==> src/hw/rtl/npd_pkg.sv <==
// Shared types and constants for the node pair distance block.
// No dependencies; every other file in hw/rtl imports this package.
`default_nettype none

package npd_pkg;

    localparam int METRIC_W = 3;
    localparam int DIST_W   = 18;

    localparam logic [DIST_W-1:0] DIST_MAX = '1;

    typedef enum logic [METRIC_W-1:0] {
        EUC_2D = 3'd0,
        EUC_3D = 3'd1,
        MAN_2D = 3'd2,
        MAN_3D = 3'd3,
        MAX_2D = 3'd4,
        MAX_3D = 3'd5
    } t_metric;

endpackage

`default_nettype wire

==> src/hw/rtl/npd_front.sv <==
// Front end: absolute differences, squares and linear metric, sum of squares.
// Three register stages with per-stage valid/ready. Depends on npd_pkg.
`default_nettype none

module npd_front #(
    parameter int COORD_BITS = 24
) (
    input  wire                                   i_clk,
    input  wire                                   i_rst_n,
    input  wire                                   i_valid,
    output logic                                  o_ready,
    input  wire  signed [COORD_BITS-1:0]          i_ax,
    input  wire  signed [COORD_BITS-1:0]          i_ay,
    input  wire  signed [COORD_BITS-1:0]          i_az,
    input  wire  signed [COORD_BITS-1:0]          i_bx,
    input  wire  signed [COORD_BITS-1:0]          i_by,
    input  wire  signed [COORD_BITS-1:0]          i_bz,
    input  npd_pkg::t_metric                      i_metric,
    output logic                                  o_valid,
    input  wire                                   i_ready,
    output logic [2*(COORD_BITS+1)+3:0]           o_rad,
    output logic [COORD_BITS+2:0]                 o_lin,
    output npd_pkg::t_metric                      o_metric
);
    import npd_pkg::*;

    localparam int D  = COORD_BITS + 1;   // magnitude of a difference
    localparam int LW = D + 2;            // linear metric value
    localparam int QW = 2 * D;            // one square
    localparam int SW = 2 * D + 2;        // sum of three squares
    localparam int W  = 2 * D + 4;        // radicand, 4 * sum

    function automatic logic [D-1:0] abs_diff(input logic signed [COORD_BITS-1:0] a,
                                              input logic signed [COORD_BITS-1:0] b);
        logic signed [D-1:0] d;
        d = D'(a) - D'(b);
        return d[D-1] ? D'(-d) : D'(d);
    endfunction

    logic r_v1, r_v2, r_v3;
    logic rdy1, rdy2, rdy3;

    logic [D-1:0]  r_dx, r_dy, r_dz;
    t_metric       r_m1, r_m2;
    logic [QW-1:0] r_sqx, r_sqy, r_sqz;
    logic [LW-1:0] r_lin2, r_lin3;
    logic [W-1:0]  r_rad;
    t_metric       r_m3;

    logic          is_3d, is_max;
    logic [D-1:0]  w_dz;
    logic [D-1:0]  w_mxy, w_max;
    logic [LW-1:0] w_lin;

    assign rdy3    = !r_v3 || i_ready;
    assign rdy2    = !r_v2 || rdy3;
    assign rdy1    = !r_v1 || rdy2;
    assign o_ready = rdy1;

    assign is_3d = r_m1 inside {EUC_3D, MAN_3D, MAX_3D};
    assign is_max = r_m1 inside {MAX_2D, MAX_3D};
    assign w_dz  = is_3d ? r_dz : '0;
    assign w_mxy = (r_dx > r_dy) ? r_dx : r_dy;
    assign w_max = (w_dz > w_mxy) ? w_dz : w_mxy;
    assign w_lin = is_max ? LW'(w_max) : (LW'(r_dx) + LW'(r_dy) + LW'(w_dz));

    always_ff @(posedge i_clk) begin
        if (!i_rst_n) begin
            r_v1 <= 1'b0;
            r_v2 <= 1'b0;
            r_v3 <= 1'b0;
        end else begin
            if (rdy1) r_v1 <= i_valid;
            if (rdy2) r_v2 <= r_v1;
            if (rdy3) r_v3 <= r_v2;
        end
    end

    always_ff @(posedge i_clk) begin
        if (rdy1) begin
            r_dx <= abs_diff(i_ax, i_bx);
            r_dy <= abs_diff(i_ay, i_by);
            r_dz <= abs_diff(i_az, i_bz);
            r_m1 <= i_metric;
        end
        if (rdy2) begin
            r_sqx  <= QW'(r_dx) * QW'(r_dx);
            r_sqy  <= QW'(r_dy) * QW'(r_dy);
            r_sqz  <= QW'(w_dz) * QW'(w_dz);
            r_lin2 <= w_lin;
            r_m2   <= r_m1;
        end
        if (rdy3) begin
            r_rad  <= {SW'(r_sqx) + SW'(r_sqy) + SW'(r_sqz), 2'b00};
            r_lin3 <= r_lin2;
            r_m3   <= r_m2;
        end
    end

    assign o_valid  = r_v3;
    assign o_rad    = r_rad;
    assign o_lin    = r_lin3;
    assign o_metric = r_m3;

endmodule

`default_nettype wire

==> config.mk <==
export PLATFORM = sky130hd
export DESIGN_NAME = npd_front
export DESIGN_NICKNAME = d
export VERILOG_FILES = /design/src/hw/rtl/npd_pkg.sv /design/src/hw/rtl/npd_front.sv
export SDC_FILE = /design/constraint.sdc
export NUM_CORES = 2
export LEC_CHECK = 0
export BUFFER_PORTS_ARGS = -buffer_cell sky130_fd_sc_hd__buf_2
export CORE_MARGIN = 1
export CORE_UTILIZATION = 40
export CTS_CLUSTER_SIZE = 16
export DETAILED_ROUTE_END_ITERATION = 7
export PLACE_DENSITY_LB_ADDON = 0.15
export SYNTH_ARGS = -nofsm -noshare
export SYNTH_HDL_FRONTEND = slang
export SYNTH_SLANG_ARGS = --single-unit
==> constraint.sdc <==
create_clock -name i_clk -period 13.02 [get_ports i_clk]
set_input_delay 0.651 -clock i_clk [delete_from_list [all_inputs] [get_ports i_clk]]
set_output_delay 0.651 -clock i_clk [all_outputs]
set_load 0.01 [all_outputs]
==> impl_metrics.toml <==
[floorplanning]
die_x_um = 436
start_util = 0.404
io_pins = 237
die_h_um = 436
core-area_mm2 = 0.186
dieArea_mm2 = 0.190
rows = 158

[placed_design]
gp_congestion = 0.928
dp_cells = 10439
dp_hpwl_um = 191000
portBuffers = 234

[worst_setup_path]
path_class = "reg2reg"
r2r_cells = 25
cpMostUsedCell = "fa_1"
rrSetupSlack_ps = 3290
crit_path_top_delay_cell = "a21boi_4"
crit_path_end_kind = "register"
r2r_start = "r_m1[1]"
worst-path-max-fanout = 62
critPathMaxStageDelay_ps = 860
arrival_ps = 10090
cp-start-kind = "register"
r2r-end = "r_sqz[47]"
crit_required_ps = 13380

[logic_synthesis]
syn_avg_cell_area_um2 = 9.61
synth.top_cell.area_share = 0.394
yosys_most_used_dff = "edfxtp_1"
synth_edf_count = 337
synth_top_area_cell = "fa_1"
synth-seq-area-share = 0.135
synth_area_leaders = "fa_1, edfxtp_1, ha_1"
ys_seq_elements = 340
synth-async-reset-ratio = 0
synth.distinct_cells = 111
syn-cell-area_mm2 = 0.0752
syn_inst = 7825
ys_warn_count = 0

[job]
drv_cap = 0

[cts]
cts_max_path_buffers = 3
cts_setup_buffers = 0
cts_sinks = 340
cts_tree = "yes"
path_clk_slew_ps = 60
cts_root_buf = "clkbuf_16"
cts_repair_resize_count = 0
clkLatencyLatePin_ps = 680
htreeDepth = 2
cts_inserted_buffers = 46
postCtsHoldBufs = 0

[global_route]
track_usage = 0.251
grt_pass1_wl_um = 357000
grt_antenna_before_repair = 20
grt_max_degree = 68
gr-total-overflow = 0
grt_pass1_vias = 57380

[routing]
drtIter0Drc = 3965
wl_um = 235000
drt-vias-per-instance = 5.21
first_pass_iters = 5
wl_per_cell_um = 22.4
ant_nets = 0
vias = 54847
drc = 0

[sta]
finClkSkew_ps = 70.5
slew_violations = 0
fin_crit_sh = 0.748
period_needed_ps = 9730
fin_setup_tns_ps = 0
slew_headroom = 0.227
setup_viol_count_final = 0
hold_viol_final = 0
timing.hold.ws_ps = 199
tightest_slew_ps = 1160
rsz0062_at_grt = "no"
fmax_mhz = 103

[cells_and_area]
nNetsFinal = 10380
layout-drive-gt1-share = 0.0635
fin_util = 0.436
layout_common_cells = "inv_1, fa_1, ha_1"
fin_cells = 10525
final_common_cell = "inv_1"
fillers = 18262
area_delta_synth_final_pct = 7.80

[status]
run_status = "finished, final reports clean"

[hold_path]
hold-path-cell-count = 1
holdCritPathClass = "in2reg"
hold_start = "i_metric[2]"
whs_endpoint = "r_m1[2]"
state kept, by name, summed over array words and instances (netlist names):
signal,cells
o_lin,27
o_metric,3
o_rad,52
o_valid,1
r_dx,25
r_dy,25
r_dz,25
r_lin2,27
r_m1,3
r_m2,3
r_sqx,49
r_sqy,49
r_sqz,49
r_v1,1
r_v2,1
critical path, delay by kind of cell (launching register included):
kind | cells | cell delay [ps]
AND/OR/NAND/NOR | 4 | 1210
adder cells (fa/ha/maj) | 8 | 3700
AO/OA/AOI/OAI | 8 | 3030
multiplexers | 1 | 200
buffers and inverters | 4 | 750
flip-flops | 1 | 490
metrics by stage:
step	cell area, um2	worst slack (ps)
after floorplan	75200	5010
after global placement	79600	3750
after detailed placement	79600	3510
after CTS	81000	3470
after global routing	81000	3070
final	81000	3290
synth_stat cells, drive strengths merged, types with 8 or more instances:
master	count
a211oi	30
and2	82
a21boi	16
clkbuf	192
o211ai	23
mux2i	31
o31ai	28
nand2b	22
o21bai	48
a221oi	14
ha	744
edfxtp	337
nor2b	34
clkinv	14
inv	1992
xor2	111
fa	1478
nor4	18
nand4	35
a221o	8
a311o	10
a21o	169
nand3	73
nor2	551
a31oi	41
mux2	12
nor4b	8
o21a	53
a21oi	275
a211o	10
o21ai	128
o31a	10
xnor2	223
and3	186
or2	12
a41oi	8
nor3	67
nand2	561
buf	38
and4	10
or3	12
a2111oi	15
layout make-up:
| cell class | count | area [um2] | area share |
|---|---|---|---|
| Antenna cell | 3 | 7.51 | 0.0000926 |
| Clock buffer | 54 | 1180 | 0.0146 |
| Clock inverter | 29 | 273 | 0.00337 |
| Inverter | 2006 | 7530 | 0.0929 |
| Multi-Input combinational cell | 5253 | 56700 | 0.699 |
| Sequential cell | 340 | 10200 | 0.126 |
| Tap cell | 2480 | 3100 | 0.0383 |
| Timing Repair Buffer | 360 | 2120 | 0.0261 |
how the worst max path moves through the flow:
stage                     cells past startpoint         to  slack [ps]     from
after detailed placement                     25  r_sqz[49]        3510  r_m1[1]
after floorplan                              30  r_sqz[49]        5010  r_m1[2]
after CTS                                    25  r_sqz[49]        3470  r_m1[1]
final                                        25  r_sqz[47]        3290  r_m1[1]
after global routing                         25  r_sqz[47]        3070  r_m1[1]
after global placement                       27  r_sqz[49]        3750  r_m1[1]
cells by family after synthesis:
kind of cell | count (synthesis) | share of synthesized area
AO/OA/AOI/OAI | 959 | 0.0870
XOR/XNOR | 334 | 0.0389
adder cells (fa/ha/maj) | 2222 | 0.517
buffers and inverters | 2236 | 0.112
flip-flops | 340 | 0.135
multiplexers | 43 | 0.00592
other | 1 | 0.0000499
AND/OR/NAND/NOR | 1690 | 0.103
metal layers:
metal,part of all wire,wire [um],GRT usage
met5,0.00015,36,0
met2,0.47,110000,0.410
met1,0.44,103000,0.346
met3,0.055,12900,0.0281
met4,0.039,9120,0.0838
Power is not shown: default switching activity piles up to over one toggle a cycle in this logic, so the estimate is an artifact.
