==> src/hw/rtl/npd_pkg.sv <==
// Shared types and constants for the node pair distance block.
// No dependencies; every other file in hw/rtl imports this package.
`default_nettype none

package npd_pkg;

    localparam int METRIC_W = 3;
    localparam int DIST_W   = 18;

    localparam logic [DIST_W-1:0] DIST_MAX = '1;

    typedef enum logic [METRIC_W-1:0] {
        EUC_2D = 3'd0,
        EUC_3D = 3'd1,
        MAN_2D = 3'd2,
        MAN_3D = 3'd3,
        MAX_2D = 3'd4,
        MAX_3D = 3'd5
    } t_metric;

endpackage

`default_nettype wire

==> src/hw/rtl/npd_isqrt.sv <==
// Pipelined integer square root, one root bit per register stage.
// Side data travels with each radicand. Depends on npd_pkg only by convention.
`default_nettype none

module npd_isqrt #(
    parameter int W      = 54,
    parameter int SIDE_W = 8
) (
    input  wire                 i_clk,
    input  wire                 i_rst_n,
    input  wire                 i_valid,
    output logic                o_ready,
    input  wire  [W-1:0]        i_rad,
    input  wire  [SIDE_W-1:0]   i_side,
    output logic                o_valid,
    input  wire                 i_ready,
    output logic [W/2-1:0]      o_root,
    output logic [SIDE_W-1:0]   o_side
);
    import npd_pkg::*;

    localparam int N  = W / 2;
    localparam int RW = N + 2;

    logic [N:0]        rdy;
    logic              r_v    [N];
    logic [RW-1:0]     r_rem  [N];
    logic [N-1:0]      r_root [N];
    logic [W-1:0]      r_rad  [N];
    logic [SIDE_W-1:0] r_side [N];

    assign rdy[N] = i_ready;

    genvar k;
    generate
        for (k = 0; k < N; k++) begin : g_stage
            localparam int P = N - 1 - k;   // bit pair consumed here

            logic              v_in;
            logic [RW-1:0]     rem_in;
            logic [N-1:0]      root_in;
            logic [W-1:0]      rad_in;
            logic [SIDE_W-1:0] side_in;
            logic [RW-1:0]     rem_sh, trial;
            logic              ge;

            if (k == 0) begin : g_first
                assign v_in    = i_valid;
                assign rem_in  = '0;
                assign root_in = '0;
                assign rad_in  = i_rad;
                assign side_in = i_side;
            end else begin : g_next
                assign v_in    = r_v[k-1];
                assign rem_in  = r_rem[k-1];
                assign root_in = r_root[k-1];
                assign rad_in  = r_rad[k-1];
                assign side_in = r_side[k-1];
            end

            assign rdy[k] = !r_v[k] || rdy[k+1];
            assign rem_sh = {rem_in[RW-3:0], rad_in[2*P+1:2*P]};
            assign trial  = {root_in, 2'b01};
            assign ge     = rem_sh >= trial;

            always_ff @(posedge i_clk) begin
                if (!i_rst_n) begin
                    r_v[k] <= 1'b0;
                end else if (rdy[k]) begin
                    r_v[k] <= v_in;
                end
            end

            always_ff @(posedge i_clk) begin
                if (rdy[k]) begin
                    r_rem[k]  <= ge ? (rem_sh - trial) : rem_sh;
                    r_root[k] <= {root_in[N-2:0], ge};
                    r_rad[k]  <= rad_in;
                    r_side[k] <= side_in;
                end
            end
        end
    endgenerate

    assign o_ready = rdy[0];
    assign o_valid = r_v[N-1];
    assign o_root  = r_root[N-1];
    assign o_side  = r_side[N-1];

endmodule

`default_nettype wire

==> config.mk <==
export PLATFORM = sky130hd
export DESIGN_NAME = npd_isqrt
export DESIGN_NICKNAME = d
export VERILOG_FILES = /design/src/hw/rtl/npd_pkg.sv /design/src/hw/rtl/npd_isqrt.sv
export SDC_FILE = /design/constraint.sdc
export NUM_CORES = 2
export LEC_CHECK = 0
export BUFFER_PORTS_ARGS = -buffer_cell sky130_fd_sc_hd__buf_4
export CAP_MARGIN = 5
export CORE_MARGIN = 2
export CORE_UTILIZATION = 45
export CTS_CLUSTER_DIAMETER = 60
export DETAILED_ROUTE_END_ITERATION = 6
export GPL_TIMING_DRIVEN = 0
export PLACE_DENSITY = 0.56
export SLEW_MARGIN = 20
export SYNTH_ARGS = -nofsm -noshare
export SYNTH_HDL_FRONTEND = slang
export SYNTH_SLANG_ARGS = --single-unit
==> constraint.sdc <==
create_clock -name i_clk -period 10.9 [get_ports i_clk]
set_clock_uncertainty 0.05 [all_clocks]
set_input_delay 1.635 -clock i_clk [delete_from_list [all_inputs] [get_ports i_clk]]
set_output_delay 1.635 -clock i_clk [all_outputs]
set_load 0.03 [all_outputs]
==> impl_metrics.toml <==
[routing]
drt-vias-per-instance = 5.23
drc_errors = 0
finalWirelength_um = 167000
vias = 50200
first_iter_violations = 3724
route.antenna.remaining_nets = 0
drt_first_pass_iters = 6
wl_per_cell_um = 17.4

[place]
gp_congestion = 0.928
io_buffer_count = 102
detailed_place.area_mm2 = 0.0931
post-dp-hpwl_um = 124000
dp_slack_ns = 3.94

[yosys]
synth.lib_cells_used.distinct = 84
async_reset_ff_share_pct = 0
yosys_warnings = 0
syn-instance-count = 6455
synth_ff_type = "edfxtp_1"
netlist_area_mm2 = 0.0881
ys_top_cells_by_area = "edfxtp_1 68%, ha_1 5.8%, xnor2_1 2.6%, xor2_1 2.4%, inv_1 2.3%"
synth_seq_area_share_pct = 67.8
synth_common_cells = "1988 x edfxtp_1, 543 x inv_1, 423 x nand2_1"
ys_ff_latch = 1989
synthesis.area_per_instance_um2 = 13.6
post_synth_edffs = 1988
synth.top_cell.area_share_pct = 67.8
postSynthNetCount = 6928
yosysMostFrequentCell = "edfxtp_1"
netlist.top_cell.by_area = "edfxtp_1"

[power_and_ir_drop]
p_seq_share_pct = 51.6
peakVddDrop_uv = 128
clock_power_share_pct = 33.9
power.leakage_nw = 40.3
combinationalPowerShare_pct = 14.6
internal_power_w = 0.0151
p_sw_share_pct = 25.9
net-switching-power_w = 0.00528
powerDensity_mw_per_mm2 = 204

[cts]
worst_setup_hold_path_clk_slew_ns = 0.06
clock_latency_on_the_worst_skew_pair_ns = 0.83
cts.root.buffer_cell = "clkbuf_16"
cts-buffers-inserted = 208
cts.repair_timing.setup_buffer_count = 0
htreeDepth = 4
cts.repair.resized = 0
cts_max_path_buffers = 3
count_of_hold_fix_buffers_inserted_at_cts = 0
cts_tree = "done"
clock_sink_count = 1989

[worst_setup_path]
worstPathBufferInverterCount = 4
cp_top_family = "simple AND/OR/NAND/NOR gates"
worstSetupPathType = "primary input to primary output"
end_kind = "primary output"
cp_data_required_time_ns = 9.22
reg2reg_setup_slack_ns = 5.65
critPathMaxFanout = 21
critical_path.startpoint_type = "primary input"
cp_cell_sequence = "buf_4 -> and3b_1 -> and4_1 -> and3_1 -> inv_4 -> nor2_1 -> and3_1 -> inv_4 -> nor2_1 -> nand2_4 -> buf_4"
cpMaxStageDelayCell = "nor2_1"
worst_path_largest_cell_delay_ns = 0.81
worst-endpoint-arrival_ns = 5.27

[die]
floorplan.initialDensity_pct = 45.2
die_x_um = 446
die_area_mm2 = 0.199
io_pins = 103
rows = 162
fp.dieH_um = 446
fp.coreArea_mm2 = 0.195

[finish]
num-fill-cells = 16300
nets = 7273
post_route_cells_drive_above_1_share_pct = 8.49
final_area_mm2 = 0.0998
syn_to_final_growth_pct = 13.3

[timing]
clock.fmax_mhz = 144
worst-slew-pin-transition_ns = 1.19
fin_ws_ns = 3.95
slew_headroom_pct = 18.8
layout_min_cycle_time_ns = 6.95
grt_setup_unrepaired = "no"
hold_viol = 0
period_share_pct = 63.8
number_of_max_slew_violations_in_the_final_report = 0
setup_violations = 0

[global_route]
grt_overflow_total = 0
grt_use_total_pct = 16.8
groute.layer.met3.usage_pct = 3.76
grt_first_pass_wirelength_um = 266000
grt.busiest_layer = "met2"
grt_start_max_net_pins = 72
antenna_found_initial = 2
vias_in_the_first_global_route = 49300
grt_util_met1_pct = 23.7
global_route.usage.met2_pct = 26.0

[run]
timing.max_cap.violations = 0

[min_path]
timing.hold.worst.class = "register to register"

[outcome]
status = "finished clean"
[state kept, by name, summed over array words and instances (netlist names)]
name and flops:
r_rad 702, r_rem 666, r_root 378, r_side 216, r_v 27
[path summary, 6_finish.rpt]
path / start / end / cells past startpoint
max: i_ready / o_ready / 11
min: r_rad[1][173] / r_rad[1][227] / 0
max reg2reg: r_rem[1][178] / r_rem[1][213] / 11
min reg2reg: r_rad[1][173] / r_rad[1][227] / 0
[area by class of cell]
cell class / instances / area [um2] / area share, %
clock inverters: 144 / 1400 / 1.40
well taps: 2624 / 3280 / 3.29
diodes: 2 / 5.00 / 0.00501
multi-input cells: 3831 / 26100 / 26.2
repair buffers: 135 / 1540 / 1.54
plain buffers: 91 / 350 / 0.351
clock buffers: 238 / 5340 / 5.35
inverters: 544 / 2070 / 2.08
flip-flops and latches: 1989 / 59700 / 59.8
[stage by stage]
| stage | utilization, % | hold WS, ns | cells | power (W) | setup TNS [ns] |
|---|---|---|---|---|---|
| finish | 51.2 | 0.354 | 9598 | 0.0204 | 0 |
| global route | 51.2 | 0.362 | 9598 | 0.0214 | 0 |
| CTS | 51.2 | 0.351 | 9596 | 0.0207 | 0 |
| detailed placement | 47.8 | 0.355 | 9214 | 0.0136 | 0 |
| global placement | 47.3 | 0.350 | 9181 | 0.0136 | -304.98 |
| floorplan | - | 0.350 | 6455 | 0.0127 | 0 |
[layout by cell type, fill, tap and decap left out, types with 27 or more instances in the layout]
| cell | synthesis | layout |
|---|---|---|
| nand4_1 | 69 | 69 |
| nand2b_1 | 78 | 78 |
| mux2_2 | 70 | 70 |
| and3_1 | 53 | 53 |
| o21bai_1 | 29 | 29 |
| buf_4 | 0 | 102 |
| nor2b_1 | 59 | 59 |
| a21oi_1 | 358 | 358 |
| or2_2 | 28 | 28 |
| o21ai_0 | 300 | 300 |
| or4_1 | 39 | 39 |
| inv_1 | 543 | 530 |
| a31oi_1 | 30 | 30 |
| nor4_1 | 82 | 81 |
| edfxtp_1 | 1988 | 1988 |
| xnor2_1 | 263 | 263 |
| ha_1 | 407 | 407 |
| nand2_1 | 423 | 412 |
| clkinv_1 | 1 | 52 |
| o21a_1 | 110 | 110 |
| o31ai_1 | 54 | 54 |
| nand3_1 | 88 | 86 |
| nor2_1 | 402 | 402 |
| or3_1 | 70 | 70 |
| clkinv_2 | 0 | 41 |
| xor2_1 | 243 | 243 |
| clkbuf_16 | 0 | 209 |
| a21o_1 | 110 | 110 |
| clkbuf_1 | 83 | 112 |
| nor3_1 | 161 | 161 |
| a21boi_0 | 27 | 27 |
[power groups by stage]
| stage | logic, W | clock network [W] | registers (W) |
|---|---|---|---|
| finish | 0.00297 | 0.00691 | 0.0105 |
| CTS | 0.00297 | 0.00715 | 0.0105 |
| global route | 0.00334 | 0.00743 | 0.0107 |
| detailed placement | 0.00294 | 0 | 0.0107 |
| floorplan | 0.00227 | 0 | 0.0104 |
| global placement | 0.00290 | 0 | 0.0107 |
[routing by layer]
layer | wire length, um | share of wire [%]
met3 | 10200 | 6.1
met4 | 3530 | 2.1
met2 | 74800 | 45
met1 | 78000 | 47
met5 | 0 | 0
[worst register-to-register path, delay by kind of cell (launching register included)]
family / cells / cell delay (ns)
buf+inv: 2 / 1.28
flops: 1 / 0.42
simple gates: 1 / 0.31
fa+ha+maj: 1 / 0.39
compound gates: 7 / 2.53
[kinds of logic after synthesis]
logic type                 Yosys count  share of synthesized area, %
muxes                               77                         0.980
other                                1                       0.00426
DFF                               1989                          67.8
and+or+nand+nor                   1659                          9.36
buffers and inverters              635                          2.72
xor gates and xnor gates           507                          5.05
adders and majority gates          407                          5.78
AOI/OAI and AO/OA                 1180                          8.32
No activity file was read; power rests on OpenSTA's default activity.
