$ cat config.mk
export PLATFORM = sky130hd
export DESIGN_NAME = npd_round
export DESIGN_NICKNAME = d
export VERILOG_FILES = /design/src/hw/rtl/npd_pkg.sv /design/src/hw/rtl/npd_round.sv
export SDC_FILE = /design/constraint.sdc
export NUM_CORES = 1
export LEC_CHECK = 0
export ABC_CLOCK_PERIOD_IN_PS = 7300
export BUFFER_PORTS_ARGS = -buffer_cell sky130_fd_sc_hd__buf_2
export CELL_PAD_IN_SITES_DETAIL_PLACEMENT = 2
export CELL_PAD_IN_SITES_GLOBAL_PLACEMENT = 2
export CORE_MARGIN = 4
export CORE_UTILIZATION = 28
export DETAILED_ROUTE_END_ITERATION = 12
export PLACE_DENSITY_LB_ADDON = 0.3
export SLEW_MARGIN = 5
export SYNTH_ARGS = -nofsm -noshare
export SYNTH_HDL_FRONTEND = slang
export SYNTH_SLANG_ARGS = --single-unit
$ cat constraint.sdc
create_clock -name i_clk -period 7.3 [get_ports i_clk]
set_clock_uncertainty 0.05 [all_clocks]
set_input_delay 0.73 -clock i_clk [delete_from_list [all_inputs] [get_ports i_clk]]
set_output_delay 0.73 -clock i_clk [all_outputs]
set_load 0.02 [all_outputs]
$ cat src/hw/rtl/npd_pkg.sv
// Shared types and constants for the node pair distance block.
// No dependencies; every other file in hw/rtl imports this package.
`default_nettype none

package npd_pkg;

    localparam int METRIC_W = 3;
    localparam int DIST_W   = 18;

    localparam logic [DIST_W-1:0] DIST_MAX = '1;

    typedef enum logic [METRIC_W-1:0] {
        EUC_2D = 3'd0,
        EUC_3D = 3'd1,
        MAN_2D = 3'd2,
        MAN_3D = 3'd3,
        MAX_2D = 3'd4,
        MAX_3D = 3'd5
    } t_metric;

endpackage

`default_nettype wire

$ cat src/hw/rtl/npd_round.sv
// Output stage: picks root or linear value, rounds halves up, saturates.
// Holds the result register facing the output channel; an unknown metric gives zero. Depends on npd_pkg.
`default_nettype none

module npd_round #(
    parameter int COORD_BITS = 24,
    parameter int FRAC_BITS  = 8
) (
    input  wire                          i_clk,
    input  wire                          i_rst_n,
    input  wire                          i_valid,
    output logic                         o_ready,
    input  wire  [COORD_BITS+2:0]        i_root,
    input  wire  [COORD_BITS+2:0]        i_lin,
    input  npd_pkg::t_metric             i_metric,
    output logic                         o_valid,
    input  wire                          i_ready,
    output logic [npd_pkg::DIST_W-1:0]   o_distance
);
    import npd_pkg::*;

    localparam int D  = COORD_BITS + 1;
    localparam int VW = D + 3;
    localparam int XW = VW + FRAC_BITS + DIST_W + 1;

    logic              r_v;
    logic [DIST_W-1:0] r_dist;

    logic              is_euc, is_known;
    logic [VW-1:0]     w_val;
    logic [XW-1:0]     w_sum, w_shift;
    logic [DIST_W-1:0] n_dist;

    assign is_euc   = i_metric inside {EUC_2D, EUC_3D};
    assign is_known = i_metric inside {EUC_2D, EUC_3D, MAN_2D, MAN_3D, MAX_2D, MAX_3D};

    // Root is already twice the real distance; scale the linear value to match.
    assign w_val   = is_euc ? VW'(i_root) : {i_lin, 1'b0};
    assign w_sum   = XW'(w_val) + (XW'(1) << FRAC_BITS);
    assign w_shift = w_sum >> (FRAC_BITS + 1);

    always_comb begin
        if (!is_known) begin
            n_dist = '0;
        end else if (w_shift > XW'(DIST_MAX)) begin
            n_dist = DIST_MAX;
        end else begin
            n_dist = w_shift[DIST_W-1:0];
        end
    end

    assign o_ready = !r_v || i_ready;

    always_ff @(posedge i_clk) begin
        if (!i_rst_n) begin
            r_v <= 1'b0;
        end else if (o_ready) begin
            r_v <= i_valid;
        end
    end

    always_ff @(posedge i_clk) begin
        if (o_ready) begin
            r_dist <= n_dist;
        end
    end

    assign o_valid    = r_v;
    assign o_distance = r_dist;

endmodule

`default_nettype wire

==> impl_metrics.py, run 1 <==
metrics = {
    "timing": {
        "max_slew.worst_pin.slew_ns": 0.884,
        "finalSetupTns_ns": 0,
        "fmax_mhz": 305,
        "hold_violations": 0,
        "hold_slack_ns": 0.670,
        "slew_headroom": 0.411,
        "period_share": 0.450,
        "rsz0062_at_grt": "false",
        "setup_viol": 0,
        "final_max_slew_viol_count": 0,
        "fin_crit_ns": 3.28,
    },
    "die": {
        "dieArea_um2": 6890,
        "dieHeight_um": 83.0,
        "initial_core_util": 0.288,
        "coreArea_um2": 5470,
        "die_x_um": 83.0,
        "std_cell_rows": 27,
        "ios": 81,
    },
    "yosys": {
        "ys.flop_type": "edfxtp_1",
        "yosys-top-cells-count": "21 x nand2_1, 18 x edfxtp_1, 16 x mux2i_1, 12 x o211ai_1, 10 x a21oi_2",
        "yosys-top-cells-area": "edfxtp_1 34%, mux2i_1 10%, o211ai_1 5.7%, a21oi_2 5.6%, nand2_1 5.0%",
        "asyncSetResetFlopFracSynth": 0,
        "ys_warn_count": 0,
        "synth.largest_area_cell": "edfxtp_1",
        "syn_avg_cell_area_um2": 9.72,
        "syn-instance-count": 162,
        "synth_area_um2": 1580,
        "synth.distinct_cells": 41,
        "seq_area_frac_synth": 0.356,
        "synth.most_common_cell": "nand2_1",
        "synth-seq-cells": 19,
        "synth_edf_count": 18,
        "synth_top_area_share": 0.343,
        "synth_fp_nets": 224,
    },
    "hold_path": {
        "holdPathEnd": "o_valid$_SDFFE_PN0P_",
        "hold_path_depth": 3,
        "hold_path.class": "in2reg",
        "min_from": "i_valid",
    },
    "clocking": {
        "cts.sinks": 19,
        "cts_buffers": 3,
        "path_clk_slew_ns": 0.07,
        "cts_tree": "built",
        "cts_buffer_depth": 2,
        "cts-hold-fix-buffers": 0,
        "root_buffer": "clkbuf_8",
        "clk_latency_ns": 0.25,
        "cts-resized-gates": 0,
        "cts_setup_buffers": 0,
        "htreeDepth": 1,
    },
    "pwr": {
        "powerDensity_nw_per_um2": 153,
        "power_frac_seq": 0.448,
        "switchingPower_mw": 0.0951,
        "switching_share": 0.313,
        "combPwrFrac": 0.322,
        "vdd_drop_max_v": 0.0000741,
        "p_leak_nw": 0.804,
        "p_int_mw": 0.209,
        "power.share.clock": 0.230,
    },
    "critical_path": {
        "endpoint_kind": "flop",
        "critPathRequiredTime_ns": 7.33,
        "start_kind": "input port",
        "setup.worst_path.class": "in2reg",
        "cp_max_fo": 22,
        "reg2reg_setup_slack_ns": 5.93,
        "reg2reg_from": "o_valid$_SDFFE_PN0P_",
        "crit_start": "i_metric[1]",
        "worst_r2r_path_depth": 1,
        "r2r-end": "o_distance[1]$_SDFFCE_PN0P_",
        "arrival_ns": 3.31,
    },
    "layout": {
        "drive_above_1_share": 0.383,
        "final_cells": 294,
        "fill_cells": 659,
        "fin_util": 0.363,
        "multi_input_area_um2": 951,
        "fin_nets": 285,
        "seqCellArea_um2": 561,
        "area_delta_synth_final_pct": 26.1,
        "diodes": 0,
        "final_cell_area_um2": 1990,
    },
    "placement": {
        "dpl_cell_area_um2": 1940,
        "place_hpwl_um": 3830,
        "gp_congestion": 0.727,
        "dpl.cell_count": 290,
        "io_buffers": 64,
    },
    "global_routing": {
        "groute.layer.met3.usage": 0.0198,
        "grt_pass1_vias": 1514,
        "antenna_found_initial": 0,
        "grtUsageMet1": 0.183,
        "grt_pass1_wl_um": 7530,
        "grt_max_degree": 23,
        "track_usage": 0.130,
        "top_usage_layer": "met2",
        "grt-ovfl-total": 0,
        "grt_use_met2": 0.211,
    },
    "route": {
        "first_pass_iters": 5,
        "avgViaCountPerCell": 5.01,
        "drt-total-wl_um": 4570,
        "drt_iter0_drc": 39,
        "vias": 1473,
        "drc": 0,
        "final_antenna_net_count": 0,
        "wl_per_cell_um": 15.5,
    },
    "outcome": {
        "status": "finished, final reports clean",
    },
    "run": {
        "max_cap_violations": 0,
    },
}
-- layout make-up --
cell class                 instances  share of cell area
multi-input combinational        131               0.479
sequential                        19               0.282
timing repair buffer              65               0.165
tap                               72              0.0453
clock buffer                       3              0.0208
inverter                           3             0.00567
clock inverter                     1             0.00252
-- worst max-delay path, cell delays in order --
cell and delay, ns:
buf_2 0.24, or3b_1 0.47, a222oi_1 0.73, nand2_2 0.17, nor4_4 0.34, mux2_4 0.44
a21oi_1 0.20
-- worst max path at each step --
stage / to / slack [ns] / cells past startpoint
2_1_floorplan: o_distance[13]$_SDFFCE_PN0P_ / 3.78 / 12
6_report: o_distance[0]$_SDFFCE_PN0P_ / 4.02 / 7
4_1_cts: o_distance[0]$_SDFFCE_PN0P_ / 3.98 / 7
3_5_place_dp: o_distance[0]$_SDFFCE_PN0P_ / 3.73 / 7
5_1_grt: o_distance[17]$_SDFFCE_PN0P_ / 3.64 / 11
3_3_place_gp: o_distance[15]$_SDFFCE_PN0P_ / 3.78 / 11
-- layout by cell type, fill, tap and decap left out, types with 3 or more instances in the layout --
master	count
nand2_1	21
edfxtp_1	18
mux2i_1	16
a21oi_1	7
nor2_1	3
xnor2_1	9
clkbuf_8	3
xor2_1	7
buf_2	64
nand3_1	6
o21ai_0	8
nand4bb_1	3
o211ai_1	12
inv_1	3
a21oi_2	10
-- per-stage QoR --
stage | power (mW) | setup slack (ns)
global placement | 0.236 | 3.78
floorplan | 0.201 | 3.78
finish | 0.304 | 4.02
detailed placement | 0.238 | 3.73
global route | 0.323 | 3.64
CTS | 0.309 | 3.98
-- flip-flops by register name (all words and copies together) (netlist names) --
name / flops
o_distance: 18
o_valid: 1
-- kinds of logic after synthesis --
group,synth area share
adders and majority gates,0.00794
muxes,0.118
and+or+nand+nor,0.180
AOI/OAI and AO/OA,0.209
xor gates and xnor gates,0.0890
DFF,0.356
buffers and inverters,0.0405
-- power groups by stage --
stage | Sequential, mW | Clock, mW | Combinational [mW]
after CTS | 0.136 | 0.0730 | 0.0993
after global routing | 0.138 | 0.0777 | 0.107
final | 0.136 | 0.0699 | 0.0979
after floorplan | 0.155 | 0 | 0.0465
after global placement | 0.138 | 0 | 0.0974
after detailed placement | 0.139 | 0 | 0.0987
-- metal layers --
metal,wire [um],part of all wire
met1,2250,0.49
met2,2080,0.46
met3,223,0.049
met4,18,0.0039
met5,0,0
(Power assumes the default switching activity.)
==> inputs of run 2 (changes only) <==
ABC_CLOCK_PERIOD_IN_PS = 3100   (was 7300)
CORE_UTILIZATION = 26   (was 28)
clock period = 3.1 ns   (was 7.3 ns; I/O delays follow)
==> run 2 against run 1 <==
Net effect: global-route usage up 0.59 points; non-clock buffer count grew 9; cell area grew 3.5%; critical path depth rose by 3; critical path type unchanged; largest power group unchanged.
==> impl_metrics.py, run 2 (same netlist as run 1, synthesis figures left out) <==
metrics = {
    "route": {
        "drc": 0,
        "vias": 1484,
        "first_pass_iters": 4,
        "drt_iter0_drc": 34,
        "wl_per_cell_um": 15.7,
        "final_antenna_net_count": 0,
        "avgViaCountPerCell": 4.85,
        "drt-total-wl_um": 4820,
    },
    "layout": {
        "final_cell_mix": "64 x buf_2, 21 x nand2_1, 18 x edfxtp_1",
        "fin_nets": 294,
        "fin_util": 0.349,
        "layout_commonest_cell": "buf_2",
        "largest_register_ff_count": 18,
        "final_cells": 306,
        "drive_above_1_share": 0.403,
        "diodes": 0,
        "area_delta_synth_final_pct": 30.6,
    },
    "timing": {
        "rsz0062_at_grt": "false",
        "fin_crit_ns": 2.52,
        "finalSetupTns_ns": 0,
        "setup_viol": 0,
        "hold_violations": 0,
        "final_max_slew_viol_count": 0,
        "max_slew.worst_pin.slew_ns": 0.765,
        "hold_slack_ns": 0.255,
        "period_share": 0.813,
        "slew_headroom": 0.490,
        "fmax_mhz": 397,
    },
    "clocking": {
        "cts-hold-fix-buffers": 0,
        "root_buffer": "clkbuf_8",
        "cts.sinks": 19,
        "path_clk_slew_ns": 0.06,
        "htreeDepth": 1,
        "cts_buffer_depth": 2,
        "clk_latency_ns": 0.25,
        "cts-resized-gates": 0,
        "cts_tree": "built",
        "cts_buffers": 3,
        "cts_setup_buffers": 0,
    },
    "global_routing": {
        "grt_pass1_vias": 1614,
        "grt_max_degree": 19,
        "antenna_found_initial": 0,
        "track_usage": 0.135,
        "grt_pass1_wl_um": 8100,
        "grt-ovfl-total": 0,
    },
    "placement": {
        "io_buffers": 64,
        "dpl.cell_count": 302,
        "place_hpwl_um": 4140,
        "gp_congestion": 0.784,
    },
    "run": {
        "max_cap_violations": 0,
    },
    "critical_path": {
        "path_cells": "buf_2, or3b_1, nand2_1, ha_1, nand3_1, o22ai_1, nand3_1, nor4_1, xor2_1, a21oi_1",
        "cp_slowest_cell": "or3b_1",
        "cp_max_fo": 10,
        "cp_common_cell": "nand3_1",
        "setup.worst_path.class": "in2reg",
        "arrival_ns": 2.43,
        "start_kind": "input port",
        "cp_slowest_stage_delay_ns": 0.41,
        "endpoint_kind": "flop",
        "critPathRequiredTime_ns": 3.01,
    },
    "pwr": {
        "powerDensity_nw_per_um2": 351,
        "p_leak_nw": 0.847,
        "vdd_drop_max_v": 0.000214,
    },
    "die": {
        "std_cell_rows": 28,
        "ios": 81,
        "dieArea_um2": 7370,
        "initial_core_util": 0.268,
        "coreArea_um2": 5890,
        "dieHeight_um": 85.8,
        "die_x_um": 85.8,
    },
    "outcome": {
        "status": "finished, final reports clean",
    },
    "hold_path": {
        "hold_path.class": "in2reg",
    },
}
==> run 2: changes by cell type in the layout (fill, tap and decap cells not counted), sizes merged <==
| cell | change |
|---|---|
| buf | +9 |
| clkbuf | +1 |
| clkinv | -1 |
==> run 2: worst paths after layout <==
| path | startpoint | endpoint | slack [ns] | depth (start not counted) |
|---|---|---|---|---|
| setup / recovery | i_metric[2] | o_distance[17]$_SDFFCE_PN0P_ | 0.58 | 10 |
| hold / removal | i_valid | o_valid$_SDFFE_PN0P_ | 0.26 | 3 |
| setup reg to reg | o_valid$_SDFFE_PN0P_ | o_distance[8]$_SDFFCE_PN0P_ | 1.84 | 2 |
| hold reg to reg | o_valid$_SDFFE_PN0P_ | o_distance[7]$_SDFFCE_PN0P_ | 0.79 | 1 |
==> run 2: final cells by class <==
type	count	area (um2)
Multi-Input combinational cell	131	951
Timing Repair Buffer	74	395
Clock buffer	4	45.0
Inverter	3	11.3
Sequential cell	19	561
Tap cell	75	93.8
Fill cell	701	3830
==> run 2: power by group <==
part | total [mW] | switching [mW] | internal (mW)
Combinational | 0.239 | 0.144 | 0.0951
Sequential | 0.320 | 0.00588 | 0.314
Clock | 0.162 | 0.0706 | 0.0910
==> run 2: routing by layer <==
layer | GRT usage | vias to the layer above | routed length (um)
li1 | - | 752 | -
met1 | 0.182 | 697 | 2240
met3 | 0.0144 | 2 | 191
met2 | 0.239 | 33 | 2380
met5 | 0 | - | 0
met4 | 0.0216 | 0 | 10
==> run 2: metrics by stage <==
step           setup slack (ns)  instance area, um2  power, mW
4_1_cts                   0.580                2060      0.734
6_report                  0.580                2060      0.721
5_1_grt                   0.340                2060      0.767
3_3_place_gp              0.348                2010      0.565
2_1_floorplan          0.000467                1580      0.474
3_5_place_dp              0.325                2010      0.569
==> run 2: worst max-delay path, delay by kind of cell <==
family / cells / cell delay [ns]
AOI/OAI and AO/OA: 2 / 0.37
xor gates and xnor gates: 1 / 0.18
adders and majority gates: 1 / 0.23
buffers and inverters: 1 / 0.17
and+or+nand+nor: 5 / 1.17
==> inputs of run 3 (changes only) <==
ABC_CLOCK_PERIOD_IN_PS = 2300   (was 3100)
CORE_UTILIZATION = 23   (was 26)
clock period = 2.3 ns   (was 3.1 ns; I/O delays follow)
==> run 3 against run 2 <==
Net effect: non-clock buffer count increased by 20; combinational power increased by 51%; cell count increased by 7.2%; cell area increased by 11%; critical endpoint is now o_distance[13]$_SDFFCE_PN0P_; critical path depth unchanged; worst hold slack got worse by 0.073 ns.
==> impl_metrics.py, run 3 (same netlist as run 1, synthesis figures left out) <==
metrics = {
    "timing": {
        "fin_crit_ns": 2.16,
        "fmax_mhz": 462,
        "period_share": 0.940,
        "hold_violations": 0,
        "slew_headroom": 0.595,
        "max_slew.worst_pin.slew_ns": 0.607,
        "final_max_slew_viol_count": 0,
        "setup_viol": 0,
    },
    "clocking": {
        "cts_setup_buffers": 0,
        "cts_tree": "built",
        "root_buffer": "clkbuf_8",
        "cts_buffers": 3,
        "htreeDepth": 1,
        "cts_buffer_depth": 2,
        "cts.sinks": 19,
        "path_clk_slew_ns": 0.07,
        "clk_latency_ns": 0.25,
    },
    "hold_path": {
        "hold_path_depth": 3,
        "hold_path.class": "in2reg",
    },
    "placement": {
        "io_buffers": 64,
        "dpl.cell_count": 324,
        "place_hpwl_um": 4390,
        "gp_congestion": 0.775,
    },
    "global_routing": {
        "track_usage": 0.121,
        "antenna_found_initial": 0,
        "grt-ovfl-total": 0,
        "top_usage_layer": "met2",
        "grtUsageMet1": 0.160,
        "grt_pass1_vias": 1699,
        "grt_use_met2": 0.212,
        "grt_max_degree": 20,
        "groute.layer.met3.usage": 0.00833,
        "grt_pass1_wl_um": 8180,
    },
    "critical_path": {
        "cp_slowest_stage_delay_ns": 0.40,
        "cp_max_fo": 4,
        "critPathBufInv": 1,
        "setup.worst_path.class": "in2reg",
        "endpoint_kind": "flop",
        "start_kind": "input port",
        "path_depth": 10,
        "path_delay_family": "simple AND/OR/NAND/NOR gates",
        "arrival_ns": 2.09,
        "critPathRequiredTime_ns": 2.23,
        "cp_slowest_cell": "or3b_4",
        "path_cells": "buf_2, or3b_4, nand2_1, ha_4, nand3_2, o22ai_4, nand3_4, nor4_2, xor2_1, a21oi_2",
        "worst_r2r_path_depth": 2,
    },
    "layout": {
        "final_cells": 328,
        "diodes": 0,
        "layout_commonest_cell": "buf_2",
        "drive_above_1_share": 0.490,
        "fin_nets": 314,
        "fin_util": 0.352,
        "area_delta_synth_final_pct": 45.2,
        "final_cell_mix": "64 x buf_2, 30 x buf_4, 21 x nand2_1",
        "largest_register_ff_count": 18,
    },
    "pwr": {
        "switching_share": 0.312,
        "power_frac_seq": 0.425,
        "vdd_drop_max_v": 0.000158,
        "p_total_mw": 1.02,
        "p_leak_nw": 0.949,
        "power.share.clock": 0.220,
        "switchingPower_mw": 0.317,
        "p_int_mw": 0.698,
        "powerDensity_nw_per_um2": 444,
        "combPwrFrac": 0.356,
    },
    "die": {
        "dieHeight_um": 90.8,
        "ios": 81,
        "std_cell_rows": 29,
        "initial_core_util": 0.243,
        "die_x_um": 90.8,
        "coreArea_um2": 6490,
        "dieArea_um2": 8240,
    },
    "route": {
        "avgViaCountPerCell": 4.73,
        "drc": 0,
        "drt-total-wl_um": 5060,
        "first_pass_iters": 4,
        "drt_iter0_drc": 31,
        "vias": 1553,
        "wl_per_cell_um": 15.4,
        "final_antenna_net_count": 0,
    },
    "run": {
        "max_cap_violations": 0,
    },
    "outcome": {
        "status": "finished, final reports clean",
    },
}
-- run 3: cell types whose count changed in the layout (fill, tap and decap cells not counted), sizes merged --
| cell | previous run | this run |
|---|---|---|
| buf | 74 | 94 |
-- run 3: worst reg2reg max path: cells and delay by family (launching register included) --
family | cells | cell delay (ns)
buffers and inverters | 1 | 0.26
AND/OR/NAND/NOR | 1 | 0.08
flip-flops | 1 | 0.31
-- run 3: power by group through the flow --
stage / logic (mW) / registers (mW) / clock network, mW
2_1_floorplan: 0.162 / 0.491 / 0
3_3_place_gp: 0.359 / 0.439 / 0
3_5_place_dp: 0.363 / 0.440 / 0
4_1_cts: 0.364 / 0.432 / 0.225
5_1_grt: 0.397 / 0.436 / 0.240
6_report: 0.361 / 0.431 / 0.223
-- run 3: layout make-up --
cell class / instances / area (um2)
timing repair buffer: 94 / 546
inverter: 3 / 11.3
clock buffer: 4 / 45.0
fill: 752 / 4210
sequential: 19 / 561
tap: 77 / 96.3
multi-input combinational: 131 / 1030
-- run 3: per-layer routing --
| layer | vias to the layer above | part of all wire |
|---|---|---|
| met4 | 0 | 0.0081 |
| met1 | 729 | 0.47 |
| met3 | 2 | 0.031 |
| met2 | 30 | 0.49 |
| met5 | - | 0 |
| li1 | 792 | - |
-- run 3: per-stage QoR --
step	cell area (um2)	hold slack (ns)	setup slack [ns]	setup TNS, ns
finish	2290	0.182	0.137	0
global route	2290	0.189	-0.000922	-0.000922
CTS	2280	0.191	0.0613	0
detailed placement	2230	0.454	-0.182	-2.23
global placement	2230	0.427	-0.145	-1.76
floorplan	1670	0.319	-0.163	-1.67
-- run 3: timing repair --
action	in CTS	in global routing
hold buffers	0	0
gates resized for setup	0	4
endpoints found under the setup margin	0	9
-- run 3: path summary, 6_finish.rpt --
path              slack (ns)            startpoint                           end
setup / recovery        0.14           i_metric[1]  o_distance[13]$_SDFFCE_PN0P_
hold / removal          0.18               i_valid          o_valid$_SDFFE_PN0P_
setup reg to reg        1.28  o_valid$_SDFFE_PN0P_   o_distance[1]$_SDFFCE_PN0P_
hold reg to reg         0.75  o_valid$_SDFFE_PN0P_  o_distance[12]$_SDFFCE_PN0P_
